**src/lbs_pkg.sv**
```systemverilog
// ----------------------------------------------------------------------------
// lbs_pkg: shared types and constants for the bounce scanner
// Phase codes, register indexes and fixed widths used by all modules.
// ----------------------------------------------------------------------------
package lbs_pkg;

  // fixed field widths
  localparam int unsigned TimeW  = 32;
  localparam int unsigned ColorW = 8;
  localparam int unsigned EyeW   = 5;
  localparam int unsigned IdxW   = 5;
  localparam int unsigned CfgIdxW = 3;
  // arithmetic width for position math, covers strips up to 64 pixels
  localparam int unsigned CalcW  = 7;

  // scanner phase
  typedef enum logic [1:0] {
    PH_FWD       = 2'd0,
    PH_HOLD_FAR  = 2'd1,
    PH_BACK      = 2'd2,
    PH_HOLD_NEAR = 2'd3
  } phase_e;

  // configuration register indexes
  typedef enum logic [CfgIdxW-1:0] {
    REG_EYE_RED     = 3'd0,
    REG_EYE_GREEN   = 3'd1,
    REG_EYE_BLUE    = 3'd2,
    REG_EYE_WIDTH   = 3'd3,
    REG_STEP_DELAY  = 3'd4,
    REG_PAUSE_DELAY = 3'd5
  } reg_idx_e;

  // eye color as one group
  typedef struct packed {
    logic [ColorW-1:0] red;
    logic [ColorW-1:0] green;
    logic [ColorW-1:0] blue;
  } color_t;

endpackage

```
**src/lbs_front.sv**
```systemverilog
// ----------------------------------------------------------------------------
// lbs_front: time-tick front end
// Runs the four-phase eye motion and issues one draw command per drawn frame.
// ----------------------------------------------------------------------------
module lbs_front #(
  parameter int unsigned PIXELS = 24,
  parameter int unsigned PosW   = 5
) (
  input  logic                        clk_i,
  input  logic                        rst_ni,
  input  logic                        accept_i,
  input  logic [lbs_pkg::TimeW-1:0]   now_i,
  input  logic [lbs_pkg::EyeW-1:0]    eye_width_i,
  input  logic [lbs_pkg::ColorW-1:0]  step_delay_i,
  input  logic [lbs_pkg::ColorW-1:0]  pause_delay_i,
  output logic                        cmd_push_o,
  output logic [PosW-1:0]             cmd_left_o,
  output logic [lbs_pkg::EyeW-1:0]    cmd_eye_o
);
  import lbs_pkg::*;

  localparam logic [CalcW-1:0] Cap     = CalcW'(PIXELS - 3);
  localparam logic [CalcW-1:0] EndBase = CalcW'(PIXELS - 2);

  phase_e            phase_q, phase_d;
  logic [PosW-1:0]   pos_q, pos_d;
  logic [TimeW-1:0]  last_q, last_d;

  logic [TimeW-1:0]  elapsed;
  logic              step_hit, pause_hit;
  logic [EyeW-1:0]   eff;
  logic [CalcW-1:0]  limit;
  logic [CalcW-1:0]  pos_ext;
  logic              draw;

  // elapsed time, wrapping, strictly greater than the delay
  assign elapsed   = now_i - last_q;
  assign step_hit  = elapsed > TimeW'(step_delay_i);
  assign pause_hit = elapsed > TimeW'(pause_delay_i);

  // saturated eye width and far-end position
  assign eff     = (CalcW'(eye_width_i) > Cap) ? EyeW'(Cap) : eye_width_i;
  assign limit   = EndBase - CalcW'(eff);
  assign pos_ext = CalcW'(pos_q);

  // phase, position and last-time registers
  always_ff @(posedge clk_i or negedge rst_ni) begin
    if (!rst_ni) begin
      phase_q <= PH_FWD;
      pos_q   <= '0;
      last_q  <= '0;
    end else begin
      phase_q <= phase_d;
      pos_q   <= pos_d;
      last_q  <= last_d;
    end
  end

  // next phase and draw decision
  always_comb begin
    phase_d = phase_q;
    pos_d   = pos_q;
    last_d  = last_q;
    draw    = 1'b0;
    if (accept_i) begin
      unique case (phase_q)
        PH_FWD: begin
          if (step_hit) begin
            last_d = now_i;
            if (pos_ext < limit) begin
              draw  = 1'b1;
              pos_d = pos_q + 1'b1;
            end else begin
              phase_d = PH_HOLD_FAR;
            end
          end
        end
        PH_HOLD_FAR: begin
          if (pause_hit) begin
            last_d  = now_i;
            pos_d   = limit[PosW-1:0];
            phase_d = PH_BACK;
          end
        end
        PH_BACK: begin
          if (step_hit) begin
            last_d = now_i;
            if (pos_q != '0) begin
              draw  = 1'b1;
              pos_d = pos_q - 1'b1;
            end else begin
              phase_d = PH_HOLD_NEAR;
            end
          end
        end
        PH_HOLD_NEAR: begin
          if (pause_hit) begin
            last_d  = now_i;
            pos_d   = '0;
            phase_d = PH_FWD;
          end
        end
        default: begin
          phase_d = PH_FWD;
        end
      endcase
    end
  end

  assign cmd_push_o = draw;
  assign cmd_left_o = pos_q;
  assign cmd_eye_o  = eff;

`ifndef NO_ASSERTIONS
  // frames are drawn only while moving
  a_draw_moving: assert property (@(posedge clk_i) disable iff (!rst_ni)
    cmd_push_o |-> (phase_q == PH_FWD || phase_q == PH_BACK))
    else $error("draw command issued in a pause phase");
`endif

endmodule

```
**src/lbs_cmd_fifo.sv**
```systemverilog
// ----------------------------------------------------------------------------
// lbs_cmd_fifo: two-entry draw command queue
// Decouples the tick front end from the pixel generator.
// ----------------------------------------------------------------------------
module lbs_cmd_fifo #(
  parameter int unsigned DataW = 10
) (
  input  logic             clk_i,
  input  logic             rst_ni,
  input  logic             push_i,
  input  logic [DataW-1:0] data_i,
  output logic             full_o,
  input  logic             pop_i,
  output logic [DataW-1:0] data_o,
  output logic             empty_o
);
  import lbs_pkg::*;

  logic [DataW-1:0] mem_q [2];
  logic             wr_q, rd_q;
  logic [1:0]       cnt_q;

  assign full_o  = cnt_q[1];
  assign empty_o = (cnt_q == 2'd0);
  assign data_o  = mem_q[rd_q];

  // storage
  always_ff @(posedge clk_i) begin
    if (push_i) begin
      mem_q[wr_q] <= data_i;
    end
  end

  // pointers and fill count
  always_ff @(posedge clk_i or negedge rst_ni) begin
    if (!rst_ni) begin
      wr_q  <= 1'b0;
      rd_q  <= 1'b0;
      cnt_q <= 2'd0;
    end else begin
      if (push_i) wr_q <= ~wr_q;
      if (pop_i)  rd_q <= ~rd_q;
      cnt_q <= cnt_q + {1'b0, push_i} - {1'b0, pop_i};
    end
  end

`ifndef NO_ASSERTIONS
  a_no_overflow: assert property (@(posedge clk_i) disable iff (!rst_ni)
    !(push_i && full_o && !pop_i))
    else $error("command queue overflow");
  a_no_underflow: assert property (@(posedge clk_i) disable iff (!rst_ni)
    !(pop_i && empty_o))
    else $error("command queue underflow");
`endif

endmodule

```
**src/lbs_back.sv**
```systemverilog
// ----------------------------------------------------------------------------
// lbs_back: pixel generator
// Expands a draw command into a frame, one pixel beat per unstalled cycle.
// ----------------------------------------------------------------------------
module lbs_back #(
  parameter int unsigned PIXELS = 24,
  parameter int unsigned PosW   = 5
) (
  input  logic                        clk_i,
  input  logic                        rst_ni,
  input  logic                        cmd_valid_i,
  input  logic [PosW-1:0]             cmd_left_i,
  input  logic [lbs_pkg::EyeW-1:0]    cmd_eye_i,
  output logic                        cmd_pop_o,
  input  lbs_pkg::color_t             color_i,
  output logic                        out_valid_o,
  input  logic                        out_pop_i,
  output logic [lbs_pkg::IdxW-1:0]    pixel_index_o,
  output lbs_pkg::color_t             pixel_o,
  output logic                        frame_end_o
);
  import lbs_pkg::*;

  localparam logic [PosW-1:0] LastPix = PosW'(PIXELS - 1);

  logic [PosW-1:0]  k_q;
  logic             vld_q;
  logic [IdxW-1:0]  idx_q;
  color_t           pix_q;
  logic             end_q;

  logic             emit, last;
  logic [CalcW-1:0] kk, lft, rgt;
  logic             quarter, full;
  color_t           pix_d;

  assign emit = cmd_valid_i && (!vld_q || out_pop_i);
  assign last = (k_q == LastPix);
  assign cmd_pop_o = emit && last;

  // pixel classification against the eye span
  assign kk  = CalcW'(k_q);
  assign lft = CalcW'(cmd_left_i);
  assign rgt = lft + CalcW'(cmd_eye_i);
  assign quarter = (kk == lft) || (kk == rgt + 1'b1);
  assign full    = (kk > lft) && (kk <= rgt);

  always_comb begin
    pix_d = '0;
    if (quarter) begin
      pix_d.red   = color_i.red   >> 2;
      pix_d.green = color_i.green >> 2;
      pix_d.blue  = color_i.blue  >> 2;
    end else if (full) begin
      pix_d = color_i;
    end
  end

  // pixel counter and output valid
  always_ff @(posedge clk_i or negedge rst_ni) begin
    if (!rst_ni) begin
      k_q   <= '0;
      vld_q <= 1'b0;
    end else begin
      if (emit) begin
        k_q   <= last ? '0 : k_q + 1'b1;
        vld_q <= 1'b1;
      end else if (out_pop_i) begin
        vld_q <= 1'b0;
      end
    end
  end

  // output beat payload
  always_ff @(posedge clk_i) begin
    if (emit) begin
      idx_q <= IdxW'(k_q);
      pix_q <= pix_d;
      end_q <= last;
    end
  end

  assign out_valid_o   = vld_q;
  assign pixel_index_o = idx_q;
  assign pixel_o       = pix_q;
  assign frame_end_o   = end_q;

`ifndef NO_ASSERTIONS
  a_ctr_wrap: assert property (@(posedge clk_i) disable iff (!rst_ni)
    cmd_pop_o |=> (k_q == '0))
    else $error("pixel counter did not wrap after frame");
  a_ctr_range: assert property (@(posedge clk_i) disable iff (!rst_ni)
    k_q <= LastPix)
    else $error("pixel counter out of range");
`endif

endmodule

```
**src/led_bounce_scanner_core.sv**
```systemverilog
// ----------------------------------------------------------------------------
// led_bounce_scanner_core: bouncing-eye strip scanner
// Config registers, tick front end, command queue and pixel generator.
// ----------------------------------------------------------------------------
// Usage:
//   Input queue: drive now_i with the time count and raise push; a beat is
//   taken when push is high and full is low. A tick that draws nothing is
//   absorbed as it is taken. A tick that draws queues one command and yields
//   PIXELS result beats.
//   Result queue: while empty is low the oldest pixel is on the pixel ports;
//   pop takes it. Pixels come in ascending index order, frame_end marks the
//   last one of a frame.
//   Path: a drawing tick's command is written into the command queue, and
//   its pixels are then registered in the output register by the generator.
//   Throughput: one pixel per cycle while the output is popped, set by the
//   pixel generator; the two-entry command queue lets the next ticks be
//   taken while a frame streams out.
//   Stall: a pop held low freezes the output register and the generator;
//   once the command queue holds two frames, full rises.
//   Reset: phase forward, position 0, last time 0, registers to defaults.
//   Config: write cfg_we_i / cfg_idx_i / cfg_data_i only when idle.
// ----------------------------------------------------------------------------
module led_bounce_scanner_core #(
  parameter int unsigned PIXELS = 24
) (
  input  logic                          clk_i,
  input  logic                          rst_ni,
  input  logic                          cfg_we_i,
  input  logic [lbs_pkg::CfgIdxW-1:0]   cfg_idx_i,
  input  logic [lbs_pkg::ColorW-1:0]    cfg_data_i,
  input  logic                          push,
  output logic                          full,
  input  logic [lbs_pkg::TimeW-1:0]     now_i,
  output logic                          empty,
  input  logic                          pop,
  output logic [lbs_pkg::IdxW-1:0]      pixel_index_o,
  output logic [lbs_pkg::ColorW-1:0]    pixel_red_o,
  output logic [lbs_pkg::ColorW-1:0]    pixel_green_o,
  output logic [lbs_pkg::ColorW-1:0]    pixel_blue_o,
  output logic                          frame_end_o
);
  import lbs_pkg::*;

  localparam int unsigned PosW = $clog2(PIXELS);
  localparam int unsigned CmdW = PosW + EyeW;

  color_t            color_q;
  logic [EyeW-1:0]   eye_width_q;
  logic [ColorW-1:0] step_q, pause_q;

  logic              accept;
  logic              cmd_push, cmd_pop, cmd_empty;
  logic [PosW-1:0]   cmd_left;
  logic [EyeW-1:0]   cmd_eye;
  logic [CmdW-1:0]   fifo_out;
  logic              out_valid;
  color_t            pix;

  // configuration registers
  always_ff @(posedge clk_i or negedge rst_ni) begin
    if (!rst_ni) begin
      color_q.red   <= 8'd255;
      color_q.green <= 8'd0;
      color_q.blue  <= 8'd0;
      eye_width_q   <= 5'd3;
      step_q        <= 8'd10;
      pause_q       <= 8'd50;
    end else if (cfg_we_i) begin
      unique case (cfg_idx_i)
        REG_EYE_RED:     color_q.red   <= cfg_data_i;
        REG_EYE_GREEN:   color_q.green <= cfg_data_i;
        REG_EYE_BLUE:    color_q.blue  <= cfg_data_i;
        REG_EYE_WIDTH:   eye_width_q   <= cfg_data_i[EyeW-1:0];
        REG_STEP_DELAY:  step_q        <= cfg_data_i;
        REG_PAUSE_DELAY: pause_q       <= cfg_data_i;
        default: ;
      endcase
    end
  end

  assign accept = push && !full;

  lbs_front #(
    .PIXELS (PIXELS),
    .PosW   (PosW)
  ) u_front (
    .clk_i         (clk_i),
    .rst_ni        (rst_ni),
    .accept_i      (accept),
    .now_i         (now_i),
    .eye_width_i   (eye_width_q),
    .step_delay_i  (step_q),
    .pause_delay_i (pause_q),
    .cmd_push_o    (cmd_push),
    .cmd_left_o    (cmd_left),
    .cmd_eye_o     (cmd_eye)
  );

  lbs_cmd_fifo #(
    .DataW (CmdW)
  ) u_fifo (
    .clk_i   (clk_i),
    .rst_ni  (rst_ni),
    .push_i  (cmd_push),
    .data_i  ({cmd_left, cmd_eye}),
    .full_o  (full),
    .pop_i   (cmd_pop),
    .data_o  (fifo_out),
    .empty_o (cmd_empty)
  );

  lbs_back #(
    .PIXELS (PIXELS),
    .PosW   (PosW)
  ) u_back (
    .clk_i         (clk_i),
    .rst_ni        (rst_ni),
    .cmd_valid_i   (!cmd_empty),
    .cmd_left_i    (fifo_out[CmdW-1:EyeW]),
    .cmd_eye_i     (fifo_out[EyeW-1:0]),
    .cmd_pop_o     (cmd_pop),
    .color_i       (color_q),
    .out_valid_o   (out_valid),
    .out_pop_i     (pop),
    .pixel_index_o (pixel_index_o),
    .pixel_o       (pix),
    .frame_end_o   (frame_end_o)
  );

  assign empty         = !out_valid;
  assign pixel_red_o   = pix.red;
  assign pixel_green_o = pix.green;
  assign pixel_blue_o  = pix.blue;

endmodule
```
**config.mk**
```make
export PLATFORM = sky130hd
export DESIGN_NAME = led_bounce_scanner_core
export DESIGN_NICKNAME = d
export VERILOG_FILES = /design/src/lbs_pkg.sv /design/src/lbs_front.sv /design/src/lbs_cmd_fifo.sv /design/src/lbs_back.sv /design/src/led_bounce_scanner_core.sv
export SDC_FILE = /design/constraint.sdc
export NUM_CORES = 1
export LEC_CHECK = 0
export ABC_AREA = 1
export BUFFER_PORTS_ARGS = -buffer_cell sky130_fd_sc_hd__buf_4
export CAP_MARGIN = 20
export CELL_PAD_IN_SITES_DETAIL_PLACEMENT = 1
export CELL_PAD_IN_SITES_GLOBAL_PLACEMENT = 2
export CORE_MARGIN = 4
export CORE_UTILIZATION = 38
export DETAILED_ROUTE_END_ITERATION = 10
export PLACE_DENSITY = 0.94
export SETUP_SLACK_MARGIN = 0.5
export SLEW_MARGIN = 20
export SYNTH_ARGS = -nofsm -noshare
export SYNTH_HDL_FRONTEND = slang
export SYNTH_SLANG_ARGS = --single-unit
```
**constraint.sdc**
```tcl
create_clock -name clk_i -period 5.35 [get_ports clk_i]
set_input_delay 0.2675 -clock clk_i [delete_from_list [all_inputs] [get_ports clk_i]]
set_output_delay 0.2675 -clock clk_i [all_outputs]
set_load 0.02 [all_outputs]
```
==> run_results.csv <==
group,metric,value,unit
power_and_ir_drop,max-vdd-ir-drop,0.439,mV
setup_path,critPathSlowestCell,"dfrtp_1",
routing,wl,26300,µm
sta,slew_headroom,46.9,%
setup_path,crit_path_start_kind,"flop",
power_and_ir_drop,p_per_area,650,mW/mm²
logic_synthesis,async_flop_share,65.3,%
logic_synthesis,synth_area_leaders,"dfrtp_1, nand2_1, edfxtp_1, ha_1, inv_1",
clock_tree,cts_made_buffers,17,
routing,via_per_inst,4.89,
setup_path,path_class,"reg2reg",
sta,max_freq,229,MHz
logic_synthesis,ys_ff_latch,144,
global_route,grt.total_usage,19.3,%
routing,ant_nets,0,
routing,wire_per_inst,15.0,µm
setup_path,critPathArrivalTime,4.63,ns
logic_synthesis,synth_top_area_cell,"dfrtp_1",
cells_and_area,nNetsFinal,1537,
clock_tree,cts_root_buf,"clkbuf_16",
sta,hold_violations,0,
run,maxCapViolations,0,
logic_synthesis,synthTopCellsByCount,"nand2_1, inv_1, nand3_1, dfrtp_1",
global_route,grt_pass1_wl,44600,µm
routing,firstDrtPassIters,4,
die,ioPinCount,80,
logic_synthesis,avgSynthCellArea,7.32,µm²
sta,worst_hold_slack,0.0511,ns
sta,grt_setup_unrepaired,"no",
logic_synthesis,syn_inst,1327,
placed_design,gp_congestion,0.890,
global_route,grt_pass1_vias,9086,
clock_tree,htreeDepth,4,
logic_synthesis,synthMostInstantiatedCell,"nand2_1",
sta,final.setup.tns,0,ns
logic_synthesis,synth_seq_area_share,39.9,%
global_route,antenna_found_initial,0,
setup_path,required,5.61,ns
cells_and_area,drive_gt1_share,10.8,%
die,die_height,168,µm
power_and_ir_drop,leakagePower,6.00,nW
sta,finalClockSkew,0.0123,ns
placed_design,place_hpwl,20400,µm
clock_tree,cts_sinks,144,
sta,min_period,4.37,ns
die,dieWidth,168,µm
logic_synthesis,synth_cell_types,42,
setup_path,cpMostUsedCell,"nand2_1",
routing,dr_total_vias,8554,
sta,drv_slew,0,
placed_design,place.port_buffers,79,
setup_path,endpoint_kind,"flop",
clock_tree,cts_buffer_depth,2,
logic_synthesis,netlist_area,0.00971,mm²
logic_synthesis,synth_top_area_share,20.4,%
global_route,grt_max_degree,59,
setup_path,critPathMaxStageDelay,0.59,ns
die,core,0.0252,mm²
die,dieArea,0.0282,mm²
logic_synthesis,syn-num-nets,1456,
sta,worstMarginPinSlew,0.794,ns
cells_and_area,diodes,0,
setup_path,path_max_fanout,24,
setup_path,crit_chain,"clkinv_1 -> or2_2 -> o21ai_0 -> inv_1 -> fa_1 -> xnor2_1 -> nor2_1 -> nand2_1 -> nand2_1 -> xor2_1 -> a21oi_1 -> nand3_1 -> and2_1 -> nand3_4 -> o22ai_1",
logic_synthesis,synth_edf_count,50,
sta,min_period_over_period,81.7,%
die,initial_core_util,38.6,%
die,num_rows,58,
logic_synthesis,synth-main-ff-cell,"dfrtp_1",
clock_tree,clk_latency,0.44,ns
routing,drt_iter0_drc,377,
sta,finalSetupViolations,0,
clock_tree,cts_tree,"yes",
routing,drc,0,
worst_hold_path,hold_class,"in2reg",
status,outcome,"finished clean",
global_route,grt-ovfl-total,0,
cells_and_area,syn2layout_area_growth,16.2,%
cells_and_area,final_core_util,44.8,%
clock_tree,clk_pin_slew,0.07,ns
logic_synthesis,yosysWarnings,0,
-- state kept, by name, summed over array words and instances (netlist names) --
signal / flops
step_q: 8
eye_width_q: 5
u_back.frame_end_o: 1
u_back.k_q: 5
u_back.pixel_o: 24
u_front.phase_q: 2
u_back.out_valid_o: 1
u_fifo.wr_q: 1
u_fifo.cnt_q: 2
u_front.last_q: 32
u_front.cmd_left_o: 5
u_fifo.mem_q: 20
u_back.pixel_index_o: 5
u_fifo.rd_q: 1
color_q: 24
pause_q: 8
-- layout by cell type (no fill, tap or decap), types with 2 or more instances in the layout --
cell type	instances
a21oi_1	42
nand3b_1	6
nand4_1	20
buf_4	82
xor2_1	14
nand2_2	4
clkbuf_16	17
inv_6	2
nor2_1	78
inv_8	3
o22ai_1	23
nand3_1	80
nand2_1	441
nor3_1	5
dfstp_2	15
or2_2	6
edfxtp_1	50
clkinv_1	6
o211ai_1	2
dfrtp_1	79
nor2_2	4
fa_1	3
nand3_4	2
inv_1	254
clkinv_4	2
ha_1	78
and3_1	2
and2_1	2
o21ai_0	63
clkinv_8	7
xnor2_1	11
inv_2	3
-- through the flow --
step                setup WS [ns]  std cells  total power, mW  instance area [µm²]
floorplan                    2.04       1327             4.92                 9710
global placement             1.09       1717             5.88                10600
detailed placement          0.829       1717             6.07                10600
CTS                         0.823       1750             7.36                11200
global route                0.528       1751             8.10                11300
finish                      0.979       1751             7.33                11300
-- routing by layer --
layer  global-route usage, %  up-vias  routed length [µm]
met5                       0        -                   0
met1                    23.1     4064               11200
met3                    2.75       36                 857
li1                        -     4335                   -
met4                    4.80        0                 425
met2                    36.2      119               13800
-- logic make-up (layout without fill, tap and decap cells) --
group | after synthesis | in the layout | synth area share (%)
fa+ha+maj | 81 | 81 | 10.7
compound gates | 137 | 137 | 7.66
xor+xnor | 25 | 25 | 2.25
simple gates | 655 | 655 | 28.1
buf+inv | 285 | 379 | 11.5
flops | 144 | 144 | 39.9
-- cell type report --
type	count	area (µm²)
Tap cell	330	413
Inverter	263	987
Clock inverter	15	190
Multi-Input combinational cell	898	4740
Sequential cell	144	3870
Timing Repair Buffer	84	653
Fill cell	3166	13900
Clock buffer	17	425
-- worst paths after layout --
path / startpoint / endpoint / slack (ns) / cells after the start
worst max-delay path: u_fifo.rd_q$_DFFE_PN0P_ / u_back.pixel_o[2]$_DFFE_PP_ / 0.98 / 15
worst min-delay path: pop / u_back.out_valid_o$_DFFE_PN0P_ / 0.05 / 2
worst max register to register: u_fifo.rd_q$_DFFE_PN0P_ / u_back.pixel_o[2]$_DFFE_PP_ / 0.98 / 15
worst min register to register: u_front.last_q[16]$_DFFE_PN0P_ / u_front.last_q[16]$_DFFE_PN0P_ / 0.47 / 2
max in group asynchronous: rst_ni / color_q[9]$_DFFE_PN0P_ / 3.84 / 3
min in group asynchronous: rst_ni / u_front.last_q[21]$_DFFE_PN0P_ / 0.33 / 2
-- timing repair --
item,4_1_cts,5_1_grt
setup endpoints to repair,0,24
buffers inserted,0,0
resized for setup,0,1
hold endpoints to repair,32,0
hold buffers,1,0
-- critical path, delay by kind of cell (launching register included) --
family | cells | cell delay (ns)
and+or+nand+nor | 7 | 1.68
DFF | 1 | 0.59
xor gates and xnor gates | 2 | 0.57
adders and majority gates | 1 | 0.47
AOI/OAI and AO/OA | 3 | 0.46
buffers and inverters | 2 | 0.44
-- where the power goes --
part	switching, mW	internal (mW)	leakage (nW)
Sequential	0.253	1.65	1.62
Combinational	2.67	1.53	4.09
Clock	0.590	0.634	0.293
Note: power is estimated with default switching activity, not from simulation.
